**src/rtl/kcl_pkg.sv**
```systemverilog
// shared types, key codes and prompt codes for the keypad code lock
package kcl_pkg;

  typedef struct packed {
    logic [1:0] key_row;
    logic [1:0] key_column;
  } kcl_in_t;

  typedef struct packed {
    logic [3:0]  prompt_state;
    logic [2:0]  digits_held;
    logic        echo_valid;
    logic [7:0]  echo_char;
    logic [15:0] servo_pulse;
    logic [15:0] buzzer_level;
    logic [15:0] warn_level;
    logic        alarm_led;
  } kcl_out_t;

  // configuration register indexes
  localparam logic [1:0] CFG_UNLOCK_PULSE = 2'd0;
  localparam logic [1:0] CFG_LOCK_PULSE   = 2'd1;
  localparam logic [1:0] CFG_BUZZER_DUTY  = 2'd2;
  localparam logic [1:0] CFG_WARN_DUTY    = 2'd3;

  localparam logic [15:0] UNLOCK_PULSE_RST = 16'd700;
  localparam logic [15:0] LOCK_PULSE_RST   = 16'd1800;
  localparam logic [15:0] BUZZER_DUTY_RST  = 16'd2500;
  localparam logic [15:0] WARN_DUTY_RST    = 16'd4500;

  // command characters
  localparam logic [7:0] CH_STAR = 8'h2a;
  localparam logic [7:0] CH_HASH = 8'h23;
  localparam logic [7:0] CH_A    = 8'h41;
  localparam logic [7:0] CH_B    = 8'h42;
  localparam logic [7:0] CH_NINE = 8'h39;

  // prompt codes
  localparam logic [3:0] PROMPT_NORMAL    = 4'd0;
  localparam logic [3:0] PROMPT_ALARM     = 4'd3;
  localparam logic [3:0] PROMPT_CHANGE    = 4'd4;
  localparam logic [3:0] PROMPT_CHG_ALARM = 4'd7;
  localparam logic [3:0] PROMPT_NEW_CODE  = 4'd8;

  // 4x4 keypad layout, rows "123A" "456B" "789C" "*0#D"
  function automatic logic [7:0] key_char(input logic [1:0] row, input logic [1:0] col);
    logic [7:0] c;
    unique case ({row, col})
      4'h0: c = "1";
      4'h1: c = "2";
      4'h2: c = "3";
      4'h3: c = "A";
      4'h4: c = "4";
      4'h5: c = "5";
      4'h6: c = "6";
      4'h7: c = "B";
      4'h8: c = "7";
      4'h9: c = "8";
      4'ha: c = "9";
      4'hb: c = "C";
      4'hc: c = "*";
      4'hd: c = "0";
      4'he: c = "#";
      4'hf: c = "D";
      default: c = "0";
    endcase
    return c;
  endfunction

endpackage

```
**src/rtl/keypad_code_lock.sv**
```systemverilog
// keypad code lock: key decode, entry buffer, code check and actuator levels
//
// Input channel in_valid/in_ready/in_data carries one key press word (row and
// column of a 4x4 keypad). Output channel out_valid/out_ready/out_data carries
// one result word per key: prompt, digits held, echo, servo, buzzer, warning
// and alarm levels. Every key gives exactly one result word, in order.
// The path is two registers deep: a key is captured in an input register,
// then the key decode, the parallel code compare and the state update run
// combinationally into the result register. out_valid rises once the key
// has moved from the input register into the result register; while
// out_ready stays high, one key per cycle is sustained.
// If the receiver stalls, the result register holds and the input register
// still takes one more key; after that in_ready drops until out_ready rises.
// cfg_we/cfg_addr/cfg_wdata write the servo and duty registers; write only
// while no key is in flight. Reset (rst_n low, synchronous) empties both
// registers, restores the default code and duty values and locks the servo.
module keypad_code_lock #(
  parameter int CODE_LENGTH = 4
) (
  input  logic               clk,
  input  logic               rst_n,
  input  logic               in_valid,
  output logic               in_ready,
  input  kcl_pkg::kcl_in_t   in_data,
  output logic               out_valid,
  input  logic               out_ready,
  output kcl_pkg::kcl_out_t  out_data,
  input  logic               cfg_we,
  input  logic [1:0]         cfg_addr,
  input  logic [15:0]        cfg_wdata
);
  import kcl_pkg::*;

  localparam int CntW = $clog2(CODE_LENGTH + 1);

  logic [15:0] unlock_pulse_r, lock_pulse_r, buzzer_duty_r, warn_duty_r;

  logic                        s1_valid_r;
  kcl_in_t                     s1_data_r;
  logic                        out_valid_r;
  kcl_out_t                    out_data_r, out_data_nxt;

  logic [CODE_LENGTH-1:0][7:0] entry_r, entry_nxt;
  logic [CODE_LENGTH-1:0][7:0] code_r, code_nxt;
  logic [CntW-1:0]             count_r, count_nxt;
  logic [3:0]                  prompt_r, prompt_nxt;
  logic                        change_r, change_nxt;
  logic                        unlocked_r, unlocked_nxt;
  logic                        alarm_r, alarm_nxt;
  logic [15:0]                 servo_r, servo_nxt;

  logic                        advance;
  logic [7:0]                  ch;
  logic                        append;
  logic                        match;
  logic [CODE_LENGTH-1:0][7:0] entry_app;
  logic [CntW-1:0]             count_app;

  assign advance   = s1_valid_r && (!out_valid_r || out_ready);
  assign in_ready  = !s1_valid_r || advance;
  assign out_valid = out_valid_r;
  assign out_data  = out_data_r;

  always_ff @(posedge clk) begin
    if (!rst_n) begin
      unlock_pulse_r <= UNLOCK_PULSE_RST;
      lock_pulse_r   <= LOCK_PULSE_RST;
      buzzer_duty_r  <= BUZZER_DUTY_RST;
      warn_duty_r    <= WARN_DUTY_RST;
    end else if (cfg_we) begin
      unique case (cfg_addr)
        CFG_UNLOCK_PULSE: unlock_pulse_r <= cfg_wdata;
        CFG_LOCK_PULSE:   lock_pulse_r   <= cfg_wdata;
        CFG_BUZZER_DUTY:  buzzer_duty_r  <= cfg_wdata;
        CFG_WARN_DUTY:    warn_duty_r    <= cfg_wdata;
        default:          ;
      endcase
    end
  end

  always_comb begin
    ch        = key_char(s1_data_r.key_row, s1_data_r.key_column);
    append    = count_r < CntW'(CODE_LENGTH);
    count_app = append ? CntW'(count_r + 1'b1) : count_r;
    for (int i = 0; i < CODE_LENGTH; i++) begin
      entry_app[i] = (append && count_r == CntW'(i)) ? ch : entry_r[i];
    end
    match = (entry_app == code_r);

    entry_nxt    = entry_app;
    count_nxt    = count_app;
    code_nxt     = code_r;
    prompt_nxt   = prompt_r;
    change_nxt   = change_r;
    unlocked_nxt = unlocked_r;
    alarm_nxt    = alarm_r;
    servo_nxt    = servo_r;

    priority if (ch == CH_STAR) begin
      if (change_r) begin
        change_nxt = 1'b0;
        prompt_nxt = PROMPT_NORMAL;
      end else if (!match) begin
        prompt_nxt = (prompt_r < PROMPT_ALARM) ? prompt_r + 4'd1 : PROMPT_ALARM;
      end else begin
        prompt_nxt   = PROMPT_NORMAL;
        unlocked_nxt = !unlocked_r;
      end
      entry_nxt = '0;
      count_nxt = '0;
    end else if (ch == CH_HASH) begin
      prompt_nxt = PROMPT_CHANGE;
      change_nxt = 1'b1;
      entry_nxt  = '0;
      count_nxt  = '0;
    end else if (ch == CH_A && change_r) begin
      if (!match) begin
        prompt_nxt = (prompt_r < PROMPT_CHG_ALARM) ? prompt_r + 4'd1 : PROMPT_CHG_ALARM;
      end else begin
        prompt_nxt = PROMPT_NEW_CODE;
      end
      entry_nxt = '0;
      count_nxt = '0;
    end else if (ch == CH_B && prompt_r == PROMPT_NEW_CODE) begin
      prompt_nxt = PROMPT_NORMAL;
      code_nxt   = entry_app;
      change_nxt = 1'b0;
      entry_nxt  = '0;
      count_nxt  = '0;
    end else begin
    end

    // actuators follow the new prompt
    if (prompt_nxt == PROMPT_ALARM || prompt_nxt == PROMPT_CHG_ALARM) begin
      unlocked_nxt = 1'b0;
      alarm_nxt    = 1'b1;
      servo_nxt    = lock_pulse_r;
    end else if (prompt_nxt == PROMPT_NORMAL) begin
      alarm_nxt = 1'b0;
      servo_nxt = unlocked_nxt ? unlock_pulse_r : lock_pulse_r;
    end else if (prompt_nxt == PROMPT_NEW_CODE) begin
      alarm_nxt = 1'b0;
      servo_nxt = lock_pulse_r;
    end else begin
    end

    out_data_nxt.prompt_state = prompt_nxt;
    out_data_nxt.digits_held  = 3'(count_nxt);
    out_data_nxt.echo_valid   = append;
    out_data_nxt.echo_char    = ch;
    out_data_nxt.servo_pulse  = servo_nxt;
    out_data_nxt.buzzer_level = alarm_nxt ? buzzer_duty_r : 16'd0;
    out_data_nxt.warn_level   = alarm_nxt ? warn_duty_r : 16'd0;
    out_data_nxt.alarm_led    = alarm_nxt;
  end

  // handshake control
  always_ff @(posedge clk) begin
    if (!rst_n) begin
      s1_valid_r  <= 1'b0;
      out_valid_r <= 1'b0;
    end else begin
      if (in_valid && in_ready) begin
        s1_valid_r <= 1'b1;
      end else if (advance) begin
        s1_valid_r <= 1'b0;
      end
      if (advance) begin
        out_valid_r <= 1'b1;
      end else if (out_ready) begin
        out_valid_r <= 1'b0;
      end
    end
  end

  always_ff @(posedge clk) begin
    if (in_valid && in_ready) begin
      s1_data_r <= in_data;
    end
    if (advance) begin
      out_data_r <= out_data_nxt;
    end
  end

  // lock state
  always_ff @(posedge clk) begin
    if (!rst_n) begin
      entry_r    <= '0;
      count_r    <= '0;
      prompt_r   <= PROMPT_NORMAL;
      change_r   <= 1'b0;
      unlocked_r <= 1'b0;
      alarm_r    <= 1'b0;
      servo_r    <= LOCK_PULSE_RST;
      for (int i = 0; i < CODE_LENGTH; i++) begin
        code_r[i] <= 8'(CH_NINE - 8'(i % 10));
      end
    end else if (advance) begin
      entry_r    <= entry_nxt;
      count_r    <= count_nxt;
      code_r     <= code_nxt;
      prompt_r   <= prompt_nxt;
      change_r   <= change_nxt;
      unlocked_r <= unlocked_nxt;
      alarm_r    <= alarm_nxt;
      servo_r    <= servo_nxt;
    end
  end

endmodule
```
**config.mk**
```make
export PLATFORM = sky130hd
export DESIGN_NAME = keypad_code_lock
export DESIGN_NICKNAME = d
export VERILOG_FILES = /design/src/rtl/kcl_pkg.sv /design/src/rtl/keypad_code_lock.sv
export SDC_FILE = /design/constraint.sdc
export NUM_CORES = 1
export LEC_CHECK = 0
export BUFFER_PORTS_ARGS = -buffer_cell sky130_fd_sc_hd__buf_2
export CAP_MARGIN = 10
export CORE_MARGIN = 2
export CORE_UTILIZATION = 40
export DETAILED_ROUTE_END_ITERATION = 12
export GPL_TIMING_DRIVEN = 0
export PLACE_DENSITY = 0.56
export SYNTH_ARGS = -nofsm -noshare
export SYNTH_HDL_FRONTEND = slang
export SYNTH_SLANG_ARGS = --single-unit
```
**constraint.sdc**
```tcl
create_clock -name clk -period 5.9 [get_ports clk]
set_input_delay 0.295 -clock clk [delete_from_list [all_inputs] [get_ports clk]]
set_output_delay 0.295 -clock clk [all_outputs]
set_load 0.03 [all_outputs]
```
Word-level counts from Yosys, hierarchy flattened
Memory sizes are Yosys's and may differ from the RTL's. A register that Yosys moved wholly into a read port is not among the register bits.
Cells that the tools add are included.
{"block": "totals", "ff_bits": 225, "romBits": 112, "inputBits": 27, "word_cells": 123, "n_memories": 1}
{"name": "(name not given)", "words": 16, "word_bits": 7, "rd": 1, "rd_ports_with_merged_regs": 1, "wr": 0, "line_no": "kcl_pkg.sv:48", "rtl": "unique case ({row, col})"}
{"block": "op_classes", "addsub": 2, "magnitude_cmp": 3, "n_eq_ne": 16, "n_mux": 42, "bitwise_logic": 3, "reduce_logical": 26}
{"cell": "$mux 32", "n": 4}
{"cell": "$mux 16", "n": 4}
{"cell": "$mux 4", "n": 10}
{"cell": "$eq 32x32->1", "n": 1}
{"cell": "$mux 8", "n": 4}
{"cell": "$eq 8x6->1 const B", "n": 2}
{"cell": "$eq 8x7->1 const B", "n": 2}
{"cell": "$mux 1", "n": 15}
{"cell": "$mux 3", "n": 5}
{"cell": "$eq 4x4->1 const B", "n": 2}
{"cell": "$logic_and 1x1->1", "n": 8}
{"cell": "$reduce_and 2->1", "n": 4}
{"cell": "$eq 3x2->1 const B", "n": 2}
{"cell": "$reduce_and 5->1", "n": 1}
{"cell": "$add 4x1->4 const B", "n": 1}
{"cell": "$eq 2x2->1 const B", "n": 2}
{"cell": "$eq 4x2->1 const B", "n": 1}
{"cell": "$eq 4x3->1 const B", "n": 1}
{"cell": "$logic_not 4->1", "n": 1}
{"cell": "$lt 4x2->1 const B", "n": 1}
{"cell": "$lt 4x3->1 const B", "n": 1}
{"cell": "$reduce_bool 2->1", "n": 2}
{"cell": "$add 3x1->3 const B", "n": 1}
{"cell": "$eq 3x1->1 const B", "n": 1}
{"cell": "other kinds (10)", "n": 16}

Longest topological paths before layout
{"block": "depth", "depth_word": 12, "mapped_depth": 13, "mapped_depth_nobuf": 11}

Worst setup path before layout
Ideal clock, no wire load.
{"block": "synth_path", "path_kind": "register to register", "startpoint": "register out_valid_r, in the netlist out_valid", "endpoint": "register alarm_r", "arrival_time_ns": 3.290, "required_ns": 5.824, "slack_ns": 2.534, "path_stages_with_launch": 7, "synth_period_minus_slack_ns": 3.366, "path_cell_list": "dfxtp_1 -> nor2b_1 -> nand2b_1 -> inv_2 -> buf_1 -> a22oi_1 -> nor2_1"}
{"block": "synth_between", "elab_chain_cells": 3}
{"element": "start, declared", "line_no": "keypad_code_lock.sv:40", "rtl": "logic out_valid_r;"}
{"element": "start signal, assigned", "line_no": "keypad_code_lock.sv:161", "rtl": "out_valid_r <= 1'b0;"}
{"element": "start signal, assigned", "line_no": "keypad_code_lock.sv:169", "rtl": "out_valid_r <= 1'b1;"}
{"element": "start signal, assigned", "line_no": "keypad_code_lock.sv:171", "rtl": "out_valid_r <= 1'b0;"}
{"element": "$logic_not 1->1", "line_no": "keypad_code_lock.sv:59", "rtl": "assign advance = s1_valid_r && (!out_valid_r || out_ready);"}
{"element": "$logic_or 1x1->1", "line_no": "keypad_code_lock.sv:59"}
{"element": "$logic_and 1x1->1", "line_no": "keypad_code_lock.sv:59"}
{"element": "named net advance", "line_no": "keypad_code_lock.sv:52", "rtl": "logic advance;"}
{"element": "end signal, assigned", "line_no": "keypad_code_lock.sv:205", "rtl": "alarm_r <= alarm_nxt;"}
{"element": "end, declared", "line_no": "keypad_code_lock.sv:49", "rtl": "logic alarm_r, alarm_nxt;"}
The timed path passes the listed nets, and every way through them passes these cells.
A chain may end at the register's enable or synchronous reset.

Worst setup path after layout
{"block": "layout_path", "startpoint": "register count_r[0]", "endpoint": "register out_data_r (netlist bit out_data[31]), data pin"}
{"block": "layout_between", "elab_chain_cells": 12}
{"element": "start, declared", "line_no": "keypad_code_lock.sv:45", "rtl": "logic [CntW-1:0] count_r, count_nxt;"}
{"element": "start signal, assigned", "line_no": "keypad_code_lock.sv:200", "rtl": "count_r <= count_nxt;"}
{"element": "$lt 3x3->1 (tied with other cells)", "line_no": "keypad_code_lock.sv:83", "rtl": "append = count_r < CntW'(CODE_LENGTH);"}
{"element": "$logic_and 1x1->1", "line_no": "keypad_code_lock.sv:86", "rtl": "entry_app[i] = (append && count_r == CntW'(i)) ? ch : entry_r[i];"}
{"element": "$mux 8", "line_no": "keypad_code_lock.sv:86"}
{"element": "$eq 32x32->1 *", "line_no": "keypad_code_lock.sv:88", "rtl": "match = (entry_app == code_r);"}
{"element": "$mux 4", "line_no": "keypad_code_lock.sv:117", "rtl": "if (!match) begin"}
{"element": "$mux 4", "line_no": "keypad_code_lock.sv:116", "rtl": "end else if (ch == CH_A && change_r) begin"}
{"element": "$mux 4", "line_no": "keypad_code_lock.sv:111", "rtl": "end else if (ch == CH_HASH) begin"}
{"element": "$mux 4 *", "line_no": "keypad_code_lock.sv:99", "rtl": "priority if (ch == CH_STAR) begin"}
{"element": "$eq 4x4->1", "line_no": "keypad_code_lock.sv:141", "rtl": "end else if (prompt_nxt == PROMPT_NEW_CODE) begin"}
{"element": "$mux 1", "line_no": "keypad_code_lock.sv:141"}
{"element": "$mux 1", "line_no": "keypad_code_lock.sv:138", "rtl": "end else if (prompt_nxt == PROMPT_NORMAL) begin"}
{"element": "$mux 1 *", "line_no": "keypad_code_lock.sv:134", "rtl": "if (prompt_nxt == PROMPT_ALARM || prompt_nxt == PROMPT_CHG_ALARM) begin"}
{"element": "end signal, assigned", "line_no": "keypad_code_lock.sv:181", "rtl": "out_data_r <= out_data_nxt;"}
{"element": "end, declared", "line_no": "keypad_code_lock.sv:41", "rtl": "kcl_out_t out_data_r, out_data_nxt;"}
Mark *: on every way between the ends. The rest lies on a longest branch, timed or not.

==> results.ini <==
[status]
outcome = finished clean

[clocking]
clock_path_buffers = 3
insertion_delay_ps = 540
cts_tree = done
cts.reportedPaths.clkPinSlew_ps = 60
cts_root_buf = clkbuf_16
cts_sinks = 231
cts-buffers-inserted = 26
h-tree-depth = 1

[synth]
syn_nets = 1145
ys_types = 74
ys_warn_count = 0
synthArstFlopShare_pct = 0
synth_ff_type = dfxtp_1
synth_area_per_cell_um2 = 9.30
synth_seq_cells = 231
synth_edf_count = 68
syn_area_um2 = 10300
synth_top_area_share_pct = 31.7
synthTopCellsByArea = dfxtp_1 32%, edfxtp_1 20%, nand2_1 7.1%
syn_inst = 1106
synth_top_area_cell = dfxtp_1
ys_seq_area_share_pct = 51.6

[drt]
vias = 8650
drc = 0
wl_mm = 30.8
post_drt_wl_per_cell_um = 19.5
drtAntennaViolNets = 0
drtPass1Iterations = 6
drtIter0Drc = 716
routed_via_density = 5.47

[setup_path]
crit_path_start_kind = flip-flop
critPathKind = reg -> reg
reg2reg_slack_ps = 1040
crit_fanout = 10
end_kind = flip-flop
max_stage_delay_ps = 660
cp_num_buf_inv = 4
critPathArrivalTime_ps = 5110
cp.required_ps = 6150
crit_slowest_cell = a21oi_1
cp_top_family = simple AND/OR/NAND/NOR gates
crit_chain = inv_1 -> ha_1 -> nor2b_1 -> buf_2 -> mux2i_1 -> o221ai_1 -> nor4_1 -> nand4_2 -> o31ai_4 -> inv_1 -> a21oi_1 -> clkbuf_1 -> nor2b_1

[timing]
whs_ps = 42.2
fin_crit_sh_pct = 82.3
fin_setup_tns_ps = 0
rsz0062_at_grt = no
hold_viol_final = 0
setup_viol = 0
max_freq_ghz = 0.206
slew_headroom_pct = 33.5
tightestPinTransition_ps = 995
drv_slew = 0
period_needed_ps = 4860
skew_ps = 16.7

[power]
p_leak_nw = 4.44
max-vdd-ir-drop_v = 0.000177
power_density_nw_per_um2 = 307

[worst_hold_path]
worst_hold_path_type = in -> reg

[place]
io_buffers = 90
place.detailed.hpwl_mm = 21.0
gp_congestion = 0.893

[cells_and_area]
layout_common_cells = 195 x nand2_1, 163 x dfxtp_1, 106 x buf_2
area_delta_synth_final_pct = 17.2
drive_gt1_share_pct = 13.8
final_common_cell = nand2_1
diodes = 0
fin_nets = 1270

[global_routing]
grt_max_degree = 41
grt_pass1_wl_mm = 46.6
track_usage_pct = 22.5
overflow = 0
grt_pass1_vias = 7984
antenna_found_initial = 0

[floorplan]
pin_count = 94
die_h_um = 164
die-width_um = 164
rows = 58
die_area_um2 = 27000
initial_utilization_pct = 40.9
coreArea_um2 = 25200

[flow_run]
max_cap_viol_count = 0

-- Yosys cell counts (4+ instances only) --
library cell  count
buf_2            14
a32oi_1           8
dfxtp_1         163
or2_2             7
o21ai_0          16
o22ai_1           6
and3_1            5
xnor2_1          11
nor2b_1          42
o21ai_1           5
o211ai_1         22
clkbuf_1         56
xor2_1           10
nor2_1          101
edfxtp_1         68
inv_1            36
a22oi_1          25
a311oi_1          9
nand2_1         195
o31a_1           13
nand2b_1         15
o22a_1           24
nand3_1          25
o31ai_1           6
a211oi_1          5
o221a_1          10
o2111ai_1         4
nor3_1           11
a31oi_1           6
a21oi_1          85
mux2i_1          13
nand3b_1          6
o311ai_0          6
nand4_1           4
ha_1             12
-- cell families after synthesis --
kind of cell | share of synthesized area (%)
AO/OA/AOI/OAI | 19.2
AND/OR/NAND/NOR | 19.7
adder cells (fa/ha/maj) | 1.46
XOR/XNOR | 1.79
buffers and inverters | 4.69
multiplexers | 1.59
flip-flops | 51.6
other | 0.0365
-- layout make-up --
| class | instances | area (um2) |
|---|---|---|
| fillers | 2415 | 13100 |
| flip-flops and latches | 231 | 5310 |
| multi-input cells | 759 | 4500 |
| clock buffers | 39 | 729 |
| repair buffers | 97 | 526 |
| well taps | 330 | 413 |
| plain buffers | 78 | 342 |
| inverters | 38 | 143 |
| clock inverters | 8 | 101 |
-- per-stage QoR --
| stage | util, % | std cells | power [mW] | area [um2] | worst slack [ps] |
|---|---|---|---|---|---|
| after floorplan | - | 1106 | 2.00 | 10300 | 2530 |
| after global placement | 44.3 | 1526 | 2.14 | 11200 | 1130 |
| after detailed placement | 44.4 | 1528 | 2.14 | 11200 | 1090 |
| after CTS | 47.9 | 1580 | 3.73 | 12100 | 1060 |
| after global routing | 47.9 | 1580 | 3.83 | 12100 | 814 |
| final | 47.9 | 1580 | 3.70 | 12100 | 1040 |
-- power breakdown --
| group | leakage [nW] | internal (mW) | switching [mW] | total [mW] |
|---|---|---|---|---|
| Clock | 0.400 | 0.939 | 0.654 | 1.59 |
| Combinational | 2.07 | 0.115 | 0.262 | 0.377 |
| Sequential | 1.96 | 1.70 | 0.0391 | 1.73 |
-- sequential cells by signal (all words and copies together) (netlist names), 7 cells and up --
signal,count
entry_r,32
lock_pulse_r,16
warn_duty_r,16
unlock_pulse_r,16
out_data,64
code_r,32
servo_r,16
ch,7
buzzer_duty_r,16
-- per-layer routing --
metal	vias up	GRT usage, %	part of all wire (%)
met4	0	5.65	1.6
met1	4123	33.8	48
li1	4175	-	-
met5	-	0	0
met2	316	33.9	43
met3	36	3.09	7.3
-- timing repair --
| item | in CTS | in global routing |
|---|---|---|
| buffers inserted | 0 | 0 |
| hold buffers | 5 | 0 |
| endpoints found under the hold margin | 5 | 0 |
| gates resized for setup | 0 | 0 |
-- worst register-to-register path: stages, from the launching register on --
cell and delay [ps]:
dfxtp_1 370, inv_1 100, ha_1 240, nor2b_1 300
buf_2 300, mux2i_1 330, o221ai_1 170, nor4_1 600
nand4_2 340, o31ai_4 500, inv_1 100, a21oi_1 660
clkbuf_1 440, nor2b_1 130
-- path summary, 6_finish.rpt --
check                                   from             end  cells past startpoint
worst max-delay path              count_r[0]    out_data[31]                     13
worst min-delay path            cfg_wdata[1]  warn_duty_r[1]                      3
worst max register to register    count_r[0]    out_data[31]                     13
worst min register to register         ch[5]    out_data[54]                      0
Note: power is estimated with default switching activity, not from simulation.
